### src/sv/slr_pkg.sv
// shared types and constants for the slope line rasterizer
// no dependencies

package slr_pkg;

  localparam int COORD_BITS = 12;
  localparam int COLOR_BITS = 8;

  typedef enum logic {
    OP_LOAD = 1'b0,
    OP_STEP = 1'b1
  } slr_op_t;

  typedef enum logic [1:0] {
    ST_IDLE,
    ST_DIVIDE,
    ST_SIGN
  } slr_state_t;

  typedef struct packed {
    slr_op_t                       opcode;
    logic signed [COORD_BITS-1:0]  x_start;
    logic signed [COORD_BITS-1:0]  y_start;
    logic signed [COORD_BITS-1:0]  x_end;
    logic signed [COORD_BITS-1:0]  y_end;
    logic [COLOR_BITS-1:0]         red;
    logic [COLOR_BITS-1:0]         green;
    logic [COLOR_BITS-1:0]         blue;
    logic [COLOR_BITS-1:0]         alpha;
  } slr_in_t;

  typedef struct packed {
    logic signed [COORD_BITS-1:0]  point_x;
    logic signed [COORD_BITS-1:0]  point_y;
    logic [COLOR_BITS-1:0]         out_red;
    logic [COLOR_BITS-1:0]         out_green;
    logic [COLOR_BITS-1:0]         out_blue;
    logic [COLOR_BITS-1:0]         out_alpha;
    logic                          last_point;
  } slr_out_t;

  // controller to datapath
  typedef struct packed {
    logic load;
    logic div_iter;
    logic set_slope;
    logic step;
  } slr_cmd_t;

  // datapath to controller
  typedef struct packed {
    logic dmaj_zero;
    logic div_last;
    logic out_busy;
  } slr_status_t;

endpackage

### src/sv/slr_div.sv
// iterative restoring divider, one quotient bit per cycle while iterate is high
// depends on nothing but its parameters

module slr_div #(
  parameter int COORD_W = 12,
  parameter int FRAC_W  = 16
) (
  input  logic              clk,
  input  logic              rst_n,
  input  logic              start,
  input  logic              iterate,
  input  logic [COORD_W-1:0] dividend,
  input  logic [COORD_W-1:0] divisor,
  output logic [FRAC_W:0]   quotient,
  output logic              last
);

  localparam int CNT_W = $clog2(FRAC_W + 1);

  logic [COORD_W:0]   rem_r, rem_nxt;
  logic [COORD_W-1:0] den_r;
  logic [FRAC_W:0]    q_r, q_nxt;
  logic [CNT_W-1:0]   cnt_r, cnt_nxt;
  logic               ge;
  logic [COORD_W:0]   diff;

  // remainder stays below the divisor after each trial subtract
  always_comb begin
    ge      = rem_r >= {1'b0, den_r};
    diff    = ge ? (rem_r - {1'b0, den_r}) : rem_r;
    rem_nxt = {diff[COORD_W-1:0], 1'b0};
    q_nxt   = {q_r[FRAC_W-1:0], ge};
    cnt_nxt = cnt_r + CNT_W'(1);
  end

  always_ff @(posedge clk) begin
    if (!rst_n) begin
      cnt_r <= '0;
    end else if (start) begin
      cnt_r <= '0;
    end else if (iterate) begin
      cnt_r <= cnt_nxt;
    end
  end

  always_ff @(posedge clk) begin
    if (start) begin
      rem_r <= {1'b0, dividend};
      den_r <= divisor;
      q_r   <= '0;
    end else if (iterate) begin
      rem_r <= rem_nxt;
      q_r   <= q_nxt;
    end
  end

  assign quotient = q_r;
  assign last     = cnt_r == CNT_W'(FRAC_W);

endmodule

### src/sv/slr_ctrl.sv
// sequencing controller: input handshake, load and divide phases
// depends on slr_pkg

module slr_ctrl
  import slr_pkg::*;
(
  input  logic        clk,
  input  logic        rst_n,
  input  logic        in_valid,
  input  slr_op_t     opcode,
  input  slr_status_t status,
  output logic        in_stall,
  output slr_cmd_t    cmd
);

  slr_state_t state_r, state_nxt;
  logic       accept;

  assign in_stall = (state_r != ST_IDLE) | status.out_busy;
  assign accept   = in_valid & ~in_stall;

  always_comb begin
    state_nxt = state_r;
    unique case (state_r)
      ST_IDLE: begin
        if (accept && opcode == OP_LOAD && !status.dmaj_zero) begin
          state_nxt = ST_DIVIDE;
        end
      end
      ST_DIVIDE: begin
        if (status.div_last) begin
          state_nxt = ST_SIGN;
        end
      end
      ST_SIGN: begin
        state_nxt = ST_IDLE;
      end
      default: state_nxt = ST_IDLE;
    endcase
  end

  always_comb begin
    cmd = '0;
    unique case (state_r)
      ST_IDLE: begin
        cmd.load = accept & (opcode == OP_LOAD);
        cmd.step = accept & (opcode == OP_STEP);
      end
      ST_DIVIDE: cmd.div_iter  = 1'b1;
      ST_SIGN:   cmd.set_slope = 1'b1;
      default:   cmd = '0;
    endcase
  end

  always_ff @(posedge clk) begin
    if (!rst_n) begin
      state_r <= ST_IDLE;
    end else begin
      state_r <= state_nxt;
    end
  end

endmodule

### src/sv/slr_datapath.sv
// line setup, slope divider, minor accumulator and output register
// depends on slr_pkg and slr_div

module slr_datapath
  import slr_pkg::*;
#(
  parameter int FRAC_W = 16
) (
  input  logic        clk,
  input  logic        rst_n,
  input  slr_in_t     in_data,
  input  slr_cmd_t    cmd,
  input  logic        out_stall,
  output slr_status_t status,
  output logic        out_valid,
  output slr_out_t    out_data
);

  localparam int C   = COORD_BITS;
  localparam int AW  = C + FRAC_W;
  localparam int SW  = FRAC_W + 2;

  logic signed [C:0]   xs, ys, xe, ye, dx, dy, dmaj, dmin;
  logic [C:0]          adx, ady, amaj, amin;
  logic                x_major, fwd;
  logic [C-1:0]        ma0, ma1, mi0, mi1;
  logic [FRAC_W:0]     quot;
  logic                div_last;

  logic                line_active_r, out_valid_r;
  logic                x_major_r, neg_r;
  logic [C-1:0]        pos_r, stop_r;
  logic [AW-1:0]       acc_r;
  logic [SW-1:0]       slope_r, slope_nxt;
  logic [4*COLOR_BITS-1:0] color_r;
  slr_out_t            out_r, out_nxt;

  logic [C-1:0]        minor;
  logic [C:0]          pos_inc;
  logic                last;
  logic                emit;

  // endpoint setup
  always_comb begin
    xs = {in_data.x_start[C-1], in_data.x_start};
    ys = {in_data.y_start[C-1], in_data.y_start};
    xe = {in_data.x_end[C-1], in_data.x_end};
    ye = {in_data.y_end[C-1], in_data.y_end};
    dx = xe - xs;
    dy = ye - ys;
    adx = dx[C] ? (-dx) : dx;
    ady = dy[C] ? (-dy) : dy;
    // ties go to y
    x_major = adx > ady;
    if (x_major) begin
      ma0 = in_data.x_start; ma1 = in_data.x_end;
      mi0 = in_data.y_start; mi1 = in_data.y_end;
      dmaj = dx; dmin = dy; amaj = adx; amin = ady;
    end else begin
      ma0 = in_data.y_start; ma1 = in_data.y_end;
      mi0 = in_data.x_start; mi1 = in_data.x_end;
      dmaj = dy; dmin = dx; amaj = ady; amin = adx;
    end
    fwd = $signed(ma0) < $signed(ma1);
  end

  slr_div #(
    .COORD_W (C),
    .FRAC_W  (FRAC_W)
  ) u_div (
    .clk      (clk),
    .rst_n    (rst_n),
    .start    (cmd.load),
    .iterate  (cmd.div_iter),
    .dividend (amin[C-1:0]),
    .divisor  (amaj[C-1:0]),
    .quotient (quot),
    .last     (div_last)
  );

  assign slope_nxt = neg_r ? (-{1'b0, quot}) : {1'b0, quot};

  // step: truncate accumulator toward zero
  always_comb begin
    minor   = acc_r[AW-1:FRAC_W] + C'(acc_r[AW-1] & (|acc_r[FRAC_W-1:0]));
    pos_inc = {pos_r[C-1], pos_r} + (C+1)'(1);
    last    = $signed(pos_inc) >= $signed({stop_r[C-1], stop_r});
    emit    = cmd.step & line_active_r;

    out_nxt.point_x    = x_major_r ? pos_r : minor;
    out_nxt.point_y    = x_major_r ? minor : pos_r;
    out_nxt.out_red    = color_r[4*COLOR_BITS-1:3*COLOR_BITS];
    out_nxt.out_green  = color_r[3*COLOR_BITS-1:2*COLOR_BITS];
    out_nxt.out_blue   = color_r[2*COLOR_BITS-1:COLOR_BITS];
    out_nxt.out_alpha  = color_r[COLOR_BITS-1:0];
    out_nxt.last_point = last;
  end

  always_ff @(posedge clk) begin
    if (!rst_n) begin
      line_active_r <= 1'b0;
      out_valid_r   <= 1'b0;
    end else begin
      priority if (cmd.load) begin
        line_active_r <= 1'b0;
      end else if (cmd.set_slope) begin
        line_active_r <= 1'b1;
      end else if (emit && last) begin
        line_active_r <= 1'b0;
      end else begin
        line_active_r <= line_active_r;
      end
      priority if (emit) begin
        out_valid_r <= 1'b1;
      end else if (!out_stall) begin
        out_valid_r <= 1'b0;
      end else begin
        out_valid_r <= out_valid_r;
      end
    end
  end

  always_ff @(posedge clk) begin
    if (cmd.load) begin
      x_major_r <= x_major;
      neg_r     <= dmin[C] ^ dmaj[C];
      pos_r     <= fwd ? ma0 : ma1;
      stop_r    <= fwd ? ma1 : ma0;
      acc_r     <= {(fwd ? mi0 : mi1), {FRAC_W{1'b0}}};
      color_r   <= {in_data.red, in_data.green, in_data.blue, in_data.alpha};
    end else if (emit) begin
      acc_r <= acc_r + {{(AW-SW){slope_r[SW-1]}}, slope_r};
      pos_r <= pos_inc[C-1:0];
    end
    if (cmd.set_slope) begin
      slope_r <= slope_nxt;
    end
    if (emit) begin
      out_r <= out_nxt;
    end
  end

  assign status.dmaj_zero = (dmaj == '0);
  assign status.div_last  = div_last;
  assign status.out_busy  = out_valid_r & out_stall;
  assign out_valid        = out_valid_r;
  assign out_data         = out_r;

endmodule

### src/sv/slope_line_rasterizer.sv
// top level of the slope line rasterizer
// depends on slr_pkg, slr_ctrl and slr_datapath

// DDA line rasterizer. A load transfer (opcode OP_LOAD) latches two endpoints
// and an RGBA color, picks the major axis (x when |dx| > |dy|, ties to y) and
// computes the signed slope d_minor / d_major with FRAC_BITS fraction bits,
// truncated toward zero, on an iterative restoring divider that produces one
// quotient bit per cycle. A load therefore occupies the block through setup,
// the divide and a sign fix-up; a line whose major span is zero skips the
// divide and never emits a point. Each step transfer (opcode OP_STEP) produces
// one point starting from the endpoint with the lower major coordinate; the
// minor coordinate is the accumulator truncated toward zero, the far endpoint
// is not emitted and last_point marks the final point. A step with no active
// line is consumed without a result. Results sit in one output register; a
// new transfer is taken as long as no load is in progress and that register
// is empty or drains in the same cycle. A load replaces any line still in
// progress.

module slope_line_rasterizer
  import slr_pkg::*;
#(
  parameter int FRAC_BITS = 16
) (
  input  logic     clk,
  input  logic     rst_n,
  input  logic     in_valid,
  output logic     in_stall,
  input  slr_in_t  in_data,
  output logic     out_valid,
  input  logic     out_stall,
  output slr_out_t out_data
);

  slr_cmd_t    cmd;
  slr_status_t status;

  // controller owns the input handshake and the divide sequencing
  slr_ctrl u_ctrl (
    .clk      (clk),
    .rst_n    (rst_n),
    .in_valid (in_valid),
    .opcode   (in_data.opcode),
    .status   (status),
    .in_stall (in_stall),
    .cmd      (cmd)
  );

  // datapath holds line state, slope divider and the output register
  slr_datapath #(
    .FRAC_W (FRAC_BITS)
  ) u_dp (
    .clk       (clk),
    .rst_n     (rst_n),
    .in_data   (in_data),
    .cmd       (cmd),
    .out_stall (out_stall),
    .status    (status),
    .out_valid (out_valid),
    .out_data  (out_data)
  );

endmodule

### config.mk
export PLATFORM = sky130hd
export DESIGN_NAME = slope_line_rasterizer
export DESIGN_NICKNAME = d
export VERILOG_FILES = /design/src/sv/slr_pkg.sv /design/src/sv/slr_div.sv /design/src/sv/slr_ctrl.sv /design/src/sv/slr_datapath.sv /design/src/sv/slope_line_rasterizer.sv
export SDC_FILE = /design/constraint.sdc
export NUM_CORES = 1
export LEC_CHECK = 0
export ABC_AREA = 1
export BUFFER_PORTS_ARGS = -buffer_cell sky130_fd_sc_hd__buf_4
export CAP_MARGIN = 0
export CORE_MARGIN = 2
export CORE_UTILIZATION = 45
export CTS_CLUSTER_DIAMETER = 40
export DETAILED_ROUTE_END_ITERATION = 8
export GPL_TIMING_DRIVEN = 0
export SETUP_SLACK_MARGIN = 0.3
export SLEW_MARGIN = 10
export SYNTH_ARGS = -nofsm -noshare
export SYNTH_HDL_FRONTEND = slang
export SYNTH_HIERARCHICAL = 1
export SYNTH_SLANG_ARGS = --single-unit
### constraint.sdc
create_clock -name clk -period 6.11 [get_ports clk]
set_input_delay 0.3055 -clock clk [delete_from_list [all_inputs] [get_ports clk]]
set_output_delay 0.3055 -clock clk [all_outputs]
set_load 0.01 [all_outputs]
### Word level (Yosys, flattened, before mapping)

Cells that the tools add are included.

| storage, ports and cells | value |
|---|---|
| register bits after elaboration | 212 |
| latch bits | 0 |
| memory bits (writable) | 0 |
| bits in read-only memories | 0 |
| input bits | 85 |
| output and inout port bits | 59 |
| word-level logic and storage cells | 102 |
| memories kept | 0 |

| cells by class | value |
|---|---|
| add/sub/neg operators | 10 |
| $mul | 0 |
| div/mod/pow operators | 0 |
| order comparisons | 4 |
| equality and inequality tests | 6 |
| shift operators | 0 |
| mux-type cells | 34 |
| bitwise operators | 11 |
| reductions and logical operators | 13 |

Operator list:

| kind | number |
|---|---|
| $mux W12 | 16 |
| $mux W28 | 2 |
| $mux W13 | 4 |
| $add A28 B28 Y28 | 1 |
| $ge A13 B12 Y1 | 2 |
| $neg A13 Y13 | 2 |
| $sub A12 B12 Y13 | 2 |
| $neg A17 Y18 | 1 |
| $mux W17 | 1 |
| $reduce_or A16 Y1 | 1 |
| $add A12 B2 Y13 const B | 1 |
| $gt A13 B13 Y1 | 1 |
| $logic_not A13 Y1 | 1 |
| $add A12 B12 Y12 | 1 |
| $lt A12 B12 Y1 | 1 |
| $sub A12 B12 Y12 | 1 |
| $mux W1 | 8 |
| $reduce_bool A2 Y1 | 4 |
| $and A1 B1 Y1 | 6 |
| $ne A2 B1 Y1 const B | 3 |
| $add A5 B1 Y5 const B | 1 |
| $eq A5 B5 Y1 const B | 1 |
| $mux W2 | 2 |
| $pmux W2 S2 | 1 |
| other kinds (10) | 14 |

### Depth between registers and ports, before layout

Gate-level depths: netlist (run 1).

| depth | value |
|---|---|
| word-level depth | 10 |
| depth in mapped cells | 44 |
| gate-level depth less buffers | 42 |

### Cells and area by module

The synthesis (run 1) kept the hierarchy.

Modules (own cells, without submodules):

| module | times used | cells an instance | area each (sq um) | seq. area each (sq um) |
|---|---|---|---|---|
| slr_datapath | 1 | 1,409 | 11,561.1 | 4,714.5 |
| slr_div | 1 | 342 | 2,700.1 | 1,181.1 |
| slr_ctrl | 1 | 20 | 122.6 | 40.0 |

### Worst setup path after synthesis (run 1)

Ideal clock, no wire load.

| timing path | value |
|---|---|
| path type | input to register |
| start | input in_data[44] in the netlist's numbering |
| end | register u_dp.pos_r[1] (data pin) |
| library setup time | 254 ps |
| data arrival time | 5,372 ps |
| data required time | 5,856 ps |
| slack | 484 ps |
| cell stages on the path | 38 |
| path buffers | 2 |
| cell sequence | inv_1 -> ha_1 -> inv_1 -> fa_1 -> nand3_1 -> nand3_1 -> nand2_1 -> nand2_1 -> nand3_1 -> nand2_1 -> xor2_1 -> or2_1 -> nor3_1 -> nand2_1 -> nand2_1 -> nand2_1 -> nand2_1 -> inv_1 -> (+2 left out) -> nor2_2 -> nand2_1 -> nor2_2 -> nand3_2 -> nand2_4 -> clkinv_1 -> clkbuf_1 -> o21ai_0 -> ha_1 -> nand2_1 -> nor2_1 -> a2111oi_2 -> nand2_4 -> nand2_4 -> buf_6 -> nand3_1 -> nand3_1 -> nand2_1 |

| on the way | value |
|---|---|
| cells in the longest elaborated chain, start to end | 8 |
| elaborated cells between the ends (all ways) | 9 |
| classes of those cells | add/sub (2); order compare (2); mux (5) |

Ends and longest elaborated chain:

| what | line | RTL |
|---|---|---|
| start: declaration | slope_line_rasterizer.sv:28 | `input slr_in_t in_data,` |
| $sub A12 B12 Y13 | slr_datapath.sv:49 | `dx = xe - xs;` |
| $neg A13 Y13 | slr_datapath.sv:51 | `adx = dx[C] ? (-dx) : dx;` |
| $mux W13 | slr_datapath.sv:51 |  |
| $gt A13 B13 Y1 | slr_datapath.sv:54 | `x_major = adx > ady;` |
| $mux W12 | slr_datapath.sv:55 | `if (x_major) begin` |
| $lt A12 B12 Y1 | slr_datapath.sv:64 | `fwd = $signed(ma0) < $signed(ma1);` |
| $mux W12 * | slr_datapath.sv:127 | `pos_r <= fwd ? ma0 : ma1;` |
| $mux W12 * | slr_datapath.sv:124 | `if (cmd.load) begin` |
| end signal: assignment | slr_datapath.sv:127 |  |
| end signal: assignment | slr_datapath.sv:133 | `pos_r <= pos_inc[C-1:0];` |
| end: declaration | slr_datapath.sv:32 | `logic [C-1:0] pos_r, stop_r;` |

Mark *: on every way between the ends. The rest lies on a longest branch, timed or not.
A chain may end at the register's enable or synchronous reset.

### Worst setup path after layout (run 1)

| timing path | value |
|---|---|
| start | input in_data[44] in the netlist's numbering |
| end | register u_dp.acc_r[16] (data pin) |

| on the way | value |
|---|---|
| cells in the longest elaborated chain, start to end | 8 |
| elaborated cells between the ends (all ways) | 11 |
| classes of those cells | add/sub (2); order compare (2); mux (7) |

Ends and longest elaborated chain:

| what | line | RTL |
|---|---|---|
| $sub A12 B12 Y13 | slr_datapath.sv:49 |  |
| $neg A13 Y13 | slr_datapath.sv:51 |  |
| $mux W13 | slr_datapath.sv:51 |  |
| $gt A13 B13 Y1 | slr_datapath.sv:54 |  |
| $mux W12 | slr_datapath.sv:55 |  |
| $lt A12 B12 Y1 | slr_datapath.sv:64 |  |
| $mux W12 * | slr_datapath.sv:129 | `acc_r <= {(fwd ? mi0 : mi1), {FRAC_W{1'b0}}};` |
| $mux W28 * | slr_datapath.sv:124 |  |
| end signal: assignment | slr_datapath.sv:129 |  |
| end signal: assignment | slr_datapath.sv:132 | `acc_r <= acc_r + {{(AW-SW){slope_r[SW-1]}}, slope_r};` |
| end: declaration | slr_datapath.sv:33 | `logic [AW-1:0] acc_r;` |

Marks and branches as above.

==> results of run 1 <==
worst register-to-register path, stage by stage, from the launching register on:
cell                       delay (ns)
sky130_fd_sc_hd__dfxtp_1         0.31
sky130_fd_sc_hd__nand2_1         0.14
sky130_fd_sc_hd__inv_1           0.06
sky130_fd_sc_hd__inv_1           0.08
sky130_fd_sc_hd__nand4_2         0.13
sky130_fd_sc_hd__inv_4           0.63
sky130_fd_sc_hd__clkbuf_1        0.57
sky130_fd_sc_hd__nor2_1          0.33
sky130_fd_sc_hd__inv_1           0.25
sky130_fd_sc_hd__clkbuf_1        0.53
sky130_fd_sc_hd__a21oi_1         0.09
sky130_fd_sc_hd__o21ai_0         0.16
sky130_fd_sc_hd__nand2_1         0.09
worst paths after layout:
check                                startpoint          endpoint  slack, ns  cells after the start
worst min-delay path                in_data[39]    u_dp/stop_r[7]       0.16                      3
worst max register to register   u_dp/out_valid    u_dp/acc_r[26]       2.51                     12
worst min register to register  u_dp/color_r[3]  u_dp/out_data[4]       0.41                      0
worst max-delay path                in_data[44]    u_dp/acc_r[16]       0.60                     42
Yosys cell counts (5+ instances only):
| master | count |
|---|---|
| sky130_fd_sc_hd__a21o_1 | 6 |
| sky130_fd_sc_hd__a21oi_1 | 80 |
| sky130_fd_sc_hd__a31oi_1 | 7 |
| sky130_fd_sc_hd__buf_1 | 5 |
| sky130_fd_sc_hd__buf_2 | 9 |
| sky130_fd_sc_hd__buf_6 | 6 |
| sky130_fd_sc_hd__clkbuf_1 | 23 |
| sky130_fd_sc_hd__dfxtp_1 | 43 |
| sky130_fd_sc_hd__edfxtp_1 | 169 |
| sky130_fd_sc_hd__ha_1 | 108 |
| sky130_fd_sc_hd__inv_1 | 259 |
| sky130_fd_sc_hd__inv_2 | 5 |
| sky130_fd_sc_hd__nand2_1 | 412 |
| sky130_fd_sc_hd__nand2_2 | 8 |
| sky130_fd_sc_hd__nand2_4 | 6 |
| sky130_fd_sc_hd__nand3_1 | 143 |
| sky130_fd_sc_hd__nand3b_1 | 8 |
| sky130_fd_sc_hd__nand4_1 | 25 |
| sky130_fd_sc_hd__nor2_1 | 89 |
| sky130_fd_sc_hd__nor3_1 | 22 |
| sky130_fd_sc_hd__nor4_1 | 9 |
| sky130_fd_sc_hd__o21a_1 | 5 |
| sky130_fd_sc_hd__o21ai_0 | 139 |
| sky130_fd_sc_hd__o21ai_1 | 14 |
| sky130_fd_sc_hd__o22ai_1 | 16 |
| sky130_fd_sc_hd__or2_2 | 6 |
| sky130_fd_sc_hd__xnor2_1 | 22 |
| sky130_fd_sc_hd__xor2_1 | 65 |
report_power, final:
group	internal, mW	switching, mW	leakage, nW
sequential	1.83	0.0751	1.91
combinational	1.42	2.44	5.74
clock	1.05	0.716	0.522
area by class of cell:
class / count / area [sq um] / share of cell area
well taps: 402 / 503 / 0.0283
multi-input cells: 1248 / 7420 / 0.418
plain buffers: 46 / 290 / 0.0163
flip-flops and latches: 212 / 5940 / 0.334
clock buffers: 31 / 776 / 0.0436
inverters: 266 / 1010 / 0.0567
repair buffers: 195 / 1570 / 0.0881
clock inverters: 25 / 278 / 0.0156
state kept, by name (all words and copies together), names as in the netlist, 13 cells and up:
register	flops
u_dp/color_r	32
u_dp/acc_r	28
u_dp/out_data	57
u_dp/slope_r	18
u_dp/u_div/quotient	17
u_dp/u_div/rem_r	13
cells in the final DEF (no fill, tap or decap), types with 4 or more instances in the layout:
cell type                       instances
sky130_fd_sc_hd__edfxtp_1             169
sky130_fd_sc_hd__clkinv_2               5
sky130_fd_sc_hd__nand3b_1               8
sky130_fd_sc_hd__buf_4                163
sky130_fd_sc_hd__xnor2_1               21
sky130_fd_sc_hd__inv_2                  6
sky130_fd_sc_hd__nand2_4                5
sky130_fd_sc_hd__o21ai_2                5
sky130_fd_sc_hd__buf_1                  5
sky130_fd_sc_hd__inv_1                257
sky130_fd_sc_hd__clkbuf_16             31
sky130_fd_sc_hd__nor2_1                87
sky130_fd_sc_hd__nor3_1                21
sky130_fd_sc_hd__clkbuf_1              20
sky130_fd_sc_hd__inv_8                  7
sky130_fd_sc_hd__dfxtp_1               43
sky130_fd_sc_hd__nand2_1              406
sky130_fd_sc_hd__nand2_2               14
sky130_fd_sc_hd__o21ai_0              125
sky130_fd_sc_hd__a21oi_1               78
sky130_fd_sc_hd__a21o_1                 6
sky130_fd_sc_hd__nor4_1                 9
sky130_fd_sc_hd__buf_6                  9
sky130_fd_sc_hd__or2_2                  6
sky130_fd_sc_hd__a31oi_1                7
sky130_fd_sc_hd__ha_1                 106
sky130_fd_sc_hd__o21a_1                 5
sky130_fd_sc_hd__o21ai_1               22
sky130_fd_sc_hd__nor2_2                 5
sky130_fd_sc_hd__nand4_1               25
sky130_fd_sc_hd__xor2_1                63
sky130_fd_sc_hd__dlygate4sd3_1         33
sky130_fd_sc_hd__nand3_1              137
sky130_fd_sc_hd__nand3_2                9
sky130_fd_sc_hd__o22ai_1               16
sky130_fd_sc_hd__inv_6                  6
sky130_fd_sc_hd__o21bai_1               4
sky130_fd_sc_hd__buf_2                  4
per-layer routing:
layer | track usage | vias up | wire [microns]
met5 | 0 | - | 0
met2 | 0.397 | 385 | 18300
met1 | 0.303 | 5841 | 17600
met3 | 0.0292 | 72 | 1980
met4 | 0.0602 | 0 | 1110
li1 | - | 6406 | -
per-stage QoR:
stage          setup WS [ns]  hold WS [ns]  TNS, ns  area (sq um)
2_1_floorplan          0.484         0.400        0         14400
3_3_place_gp           -1.08         0.400   -35.52         16000
3_5_place_dp           -1.09         0.405   -35.62         16000
4_1_cts                0.297         0.140        0         17400
5_1_grt                0.257         0.175        0         17800
6_report               0.601         0.159        0         17800
repair_timing:
item                                    in CTS  in global routing
gates resized for setup                     23                 54
pin swaps                                    1                 11
endpoints found under the hold margin       33                  0
endpoints found under the setup margin      36                 36
buffers inserted                             1                 16
gates cloned                                 0                  1
hold buffers                                33                  0
cells by family (layout without fill, tap and decap cells):
kind of cell / after synthesis / count (layout) / synth area share
xor+xnor: 89 / 89 / 0.0552
fa+ha+maj: 112 / 112 / 0.0995
buf+inv: 312 / 563 / 0.0861
flops: 212 / 212 / 0.413
simple gates: 752 / 753 / 0.233
compound gates: 294 / 294 / 0.114
==> run_results.csv, run 1 <==
group,metric,value,unit
finish,post_route_cells_drive_above_1_share,0.158,
power,totalPowerFinal,7.52,mW
finish,antennaDiodeCount,0,
detailed_routing,num_vias,12700,
global_routing,number_of_antenna_violations_at_the_first_check_in_global_routing,0,
synthesis,syn_inst,1771,
clock_tree,tritoncts.num_buffers,30,
global_routing,first_global_vias,12100,
clock_tree,root_buffer,"sky130_fd_sc_hd__clkbuf_16",
synthesis,syn-cell-area,14400,sq um
synthesis,synth.yosys.seq_area_share,0.413,
clock_tree,clock_path_buffers,3,
finish,final_core_utilization,0.564,
timing,finalHoldViolations,0,
detailed_routing,wire_per_inst,16.1,microns
worst_setup_path,critPathLaunchType,"input pin",
detailed_routing,drc_errors,0,
clock_tree,tritoncts,"yes",
power,max-vdd-ir-drop,0.271,mV
detailed_routing,detailedRoute.firstPassIterationCount,6,
floorplan,floorplan.rows,65,
floorplan,die_height,183,microns
synthesis,netlist_top_cells_area,"sky130_fd_sc_hd__edfxtp_1 35%, sky130_fd_sc_hd__nand2_1 11%, sky130_fd_sc_hd__ha_1 9.4%",
run_status,status,"completed",
timing,fmax,182,MHz
flow_run,timing.max_cap.violations,0,
floorplan,floorplan.initialDensity,0.456,
finish,layout.cells.non_filler,2425,
place,gpl.final_weighted_congestion,0.963,
floorplan,placeableCoreArea,31600,sq um
global_routing,grt_start_max_net_pins,66,
timing,timing.final.setup_violations,0,
synthesis,postSynthNetCount,1968,
synthesis,synthDominantCellAreaShare,0.353,
worst_setup_path,timing.critical_path.required,6.40,ns
worst_setup_path,critPathMostFrequentCell,"sky130_fd_sc_hd__nand2_1",
finish,fillers,2947,
worst_setup_path,path_max_fanout,10,
clock_tree,clk_pin_slew,0.06,ns
detailed_routing,drt-initial-drc-count,752,
timing,finalClockSkew,0.0415,ns
hold_path,worst_hold_path_type,"in2reg",
worst_setup_path,path_class,"in2reg",
place,place.detailed.instances,2318,
synthesis,synth_enable_flop_cells,169,
place,io_buffer_count,143,
detailed_routing,ant_nets,0,
worst_setup_path,cp_slowest_cell,"sky130_fd_sc_hd__fa_2",
worst_setup_path,timing.critical_path.buf_inv,8,
detailed_routing,drt-vias-per-instance,5.24,
synthesis,synth-async-reset-ratio,0,
synthesis,postSynth.topFlopCell,"sky130_fd_sc_hd__edfxtp_1",
timing,finalCriticalPeriod,5.51,ns
worst_setup_path,largest_delay_share_family_worst_path,"simple AND/OR/NAND/NOR gates",
floorplan,ioPinCount,144,
clock_tree,htreeDepth,1,
floorplan,fp.dieArea,33400,sq um
timing,setup_repair_after_global_routing_missed_its_margin,"false",
synthesis,synthDominantAreaCellType,"sky130_fd_sc_hd__edfxtp_1",
place,dp_hpwl,30500,microns
clock_tree,clk_latency,0.58,ns
synthesis,synth-seq-cells,212,
timing,slew_viol_final,0,
worst_setup_path,end_kind,"flip-flop",
finish,nets,2196,
timing,post-route-period-util,0.902,
worst_setup_path,timing.critical_path.slowest_cell_delay,0.41,ns
timing,tightest_slew,1.12,ns
global_routing,groute.usage.overall,0.229,
global_routing,grt_first_pass_wirelength,61300,microns
synthesis,synth_warnings,6,
worst_setup_path,critPathArrivalTime,5.80,ns
synthesis,ys_types,57,
power,power.static_leakage,8.18,nW
global_routing,overflow,0,
detailed_routing,final_wirelength,39000,microns
power,power.density,423,nW/um^2
clock_tree,clock_sinks,212,
synthesis,synthesized_area_divided_by_synthesized_cell_count,8.12,sq um
floorplan,die_w,183,microns
timing,slew_headroom,0.253,
finish,area_growth,23.6,%
No activity file was read; power rests on OpenSTA's default activity.
==> run 2: changes to the inputs <==
--- a/config.mk
+++ b/config.mk
@@ -9,7 +9,7 @@
 export BUFFER_PORTS_ARGS = -buffer_cell sky130_fd_sc_hd__buf_4
 export CAP_MARGIN = 0
 export CORE_MARGIN = 2
-export CORE_UTILIZATION = 45
+export CORE_UTILIZATION = 40
 export CTS_CLUSTER_DIAMETER = 40
 export DETAILED_ROUTE_END_ITERATION = 8
 export GPL_TIMING_DRIVEN = 0
==> run_results.csv, run 2 (synthesis results as in run 1) <==
group,metric,value,unit
detailed_routing,detailedRoute.firstPassIterationCount,5,
finish,largest_register_ff_count,57,
detailed_routing,drt-vias-per-instance,5.13,
power,power.combinational.fraction,0.503,
timing,finalHoldViolations,0,
floorplan,ioPinCount,144,
flow_run,timing.max_cap.violations,0,
floorplan,die_height,194,microns
global_routing,gr_met3_demand_resource,0.0346,
finish,fillers,3383,
worst_setup_path,worst-r2r-cell-count,12,
worst_setup_path,critPathLaunchType,"input pin",
power,power.clock.fraction,0.247,
floorplan,die_w,194,microns
finish,area_growth,24.9,%
timing,tightest_slew,1.12,ns
worst_setup_path,path_class,"in2reg",
detailed_routing,final_wirelength,39400,microns
clock_tree,tritoncts.num_buffers,35,
clock_tree,clock_path_buffers,3,
clock_tree,clk_latency,0.51,ns
place,gpl.final_weighted_congestion,0.924,
finish,mostFrequentLayoutCell,"sky130_fd_sc_hd__nand2_1",
global_routing,most_used_routing_layer_in_global_routing,"met2",
global_routing,grt.met1_usage,0.275,
timing,slew_viol_final,0,
worst_setup_path,endpoint,"u_dp/acc_r[24]",
finish,final_cell_mix,"408 x sky130_fd_sc_hd__nand2_1, 256 x sky130_fd_sc_hd__inv_1, 169 x sky130_fd_sc_hd__edfxtp_1, 161 x sky130_fd_sc_hd__buf_4, 136 x sky130_fd_sc_hd__nand3_1",
finish,stdcell_area,18000,sq um
detailed_routing,num_vias,12800,
place,dp_hpwl,30700,microns
hold_path,worst_hold_path_type,"in2reg",
timing,finalClockSkew,0.0207,ns
power,power.density,425,nW/um^2
worst_setup_path,r2r_slack,2.62,ns
global_routing,grt_start_max_net_pins,66,
finish,layout.cells.non_filler,2491,
global_routing,groute.usage.overall,0.206,
power,sw_frac,0.422,
clock_tree,tritoncts,"yes",
run_status,status,"completed",
place,io_buffer_count,143,
detailed_routing,wire_per_inst,15.8,microns
global_routing,grt_first_pass_wirelength,62900,microns
floorplan,floorplan.initialDensity,0.405,
global_routing,number_of_antenna_violations_at_the_first_check_in_global_routing,1,
place,placement.cell_area,16100,sq um
finish,post_route_cells_drive_above_1_share,0.162,
worst_setup_path,critPathArrivalTime,5.78,ns
timing,setup_repair_after_global_routing_missed_its_margin,"false",
worst_setup_path,worstSetupStartpoint,"in_data[73]",
timing,timing.final.setup_violations,0,
worst_setup_path,timing.critical_path.slowest_cell_delay,0.62,ns
clock_tree,clk_pin_slew,0.05,ns
global_routing,first_global_vias,12500,
clock_tree,clock_sinks,212,
power,sequentialPowerShare,0.249,
worst_setup_path,crit-reg2reg-launch,"u_dp/out_valid",
power,power.static_leakage,8.21,nW
worst_setup_path,timing.critical_path.required,6.37,ns
global_routing,overflow,0,
timing,post-route-period-util,0.904,
floorplan,fp.dieArea,37500,sq um
clock_tree,root_buffer,"sky130_fd_sc_hd__clkbuf_16",
detailed_routing,drc_errors,0,
floorplan,floorplan.rows,69,
place,place.detailed.instances,2377,
timing,fmax,181,MHz
timing,sum_of_negative_setup_slack,0,ns
detailed_routing,drt-initial-drc-count,811,
power,internal-power,4.42,mW
worst_setup_path,r2r-end,"u_dp/acc_r[26]",
finish,antennaDiodeCount,0,
finish,nets,2200,
worst_setup_path,end_kind,"flip-flop",
timing,finalCriticalPeriod,5.52,ns
worst_setup_path,cp_slowest_cell,"sky130_fd_sc_hd__xor2_1",
global_routing,grtUsageMet2,0.338,
power,max-vdd-ir-drop,0.243,mV
detailed_routing,ant_nets,0,
power,switchingPower,3.22,mW
clock_tree,htreeDepth,2,
floorplan,placeableCoreArea,35500,sq um
timing,slew_headroom,0.252,
worst_setup_path,critPathMostFrequentCell,"sky130_fd_sc_hd__nand2_1",
worst_setup_path,path_max_fanout,10,
run 2: power by group through the flow:
stage / Clock (mW) / Combinational, mW / Sequential (mW)
after floorplan: 0 / 2.55 / 1.90
after global placement: 0 / 3.34 / 1.93
after detailed placement: 0 / 3.40 / 1.93
after CTS: 1.94 / 3.55 / 1.90
after global routing: 2.01 / 4.29 / 1.92
final: 1.89 / 3.84 / 1.90
run 2: worst min path at each step:
stage	startpoint	endpoint	slack, ns	depth (start not counted)
finish	rst_n	u_ctrl/state_r[0]	0.07	3
global route	rst_n	u_ctrl/state_r[0]	0.05	3
CTS	rst_n	u_ctrl/state_r[0]	0.05	3
detailed placement	u_dp/color_r[3]	u_dp/out_data[4]	0.40	0
global placement	u_dp/color_r[1]	u_dp/out_data[2]	0.40	0
floorplan	u_dp/color_r[9]	u_dp/out_data[10]	0.40	0
run 2: through the flow:
stage,setup WS [ns],power [mW],util,hold WS [ns]
6_report,0.587,7.63,0.506,0.0664
5_1_grt,0.235,8.22,0.506,0.0540
3_3_place_gp,-0.930,5.27,0.452,0.400
2_1_floorplan,0.484,4.45,-,0.400
3_5_place_dp,-0.986,5.33,0.453,0.405
4_1_cts,0.314,7.40,0.497,0.0492
run 2: critical path, delay by kind of cell:
family | cells | cell delay (ns)
and+or+nand+nor | 17 | 1.76
buffers and inverters | 8 | 1.01
AOI/OAI and AO/OA | 6 | 1.14
adders and majority gates | 3 | 0.90
xor gates and xnor gates | 1 | 0.62
run 2: per-layer routing:
metal,vias up,wire (microns)
met3,73,2240
met5,-,9
met4,2,1210
li1,6431,-
met2,393,18100
met1,5881,17900
run 2: layout make-up:
cell class	instances	area (sq um)	area share
multi-input cells	1248	7460	0.415
flip-flops and latches	212	5940	0.330
repair buffers	193	1550	0.0862
inverters	266	1010	0.0561
clock buffers	41	920	0.0512
well taps	461	577	0.0321
plain buffers	46	288	0.0160
clock inverters	23	223	0.0124
repair inverters	1	6.26	0.000348
run 2: what timing repair did:
| item | 4_1_cts | 5_1_grt |
|---|---|---|
| gates resized for setup | 28 | 56 |
| cloned | 0 | 2 |
| pin swaps | 3 | 10 |
| hold buffers | 32 | 0 |
| hold endpoints to repair | 32 | 0 |
| setup buffers | 4 | 12 |
| setup endpoints to repair | 36 | 36 |
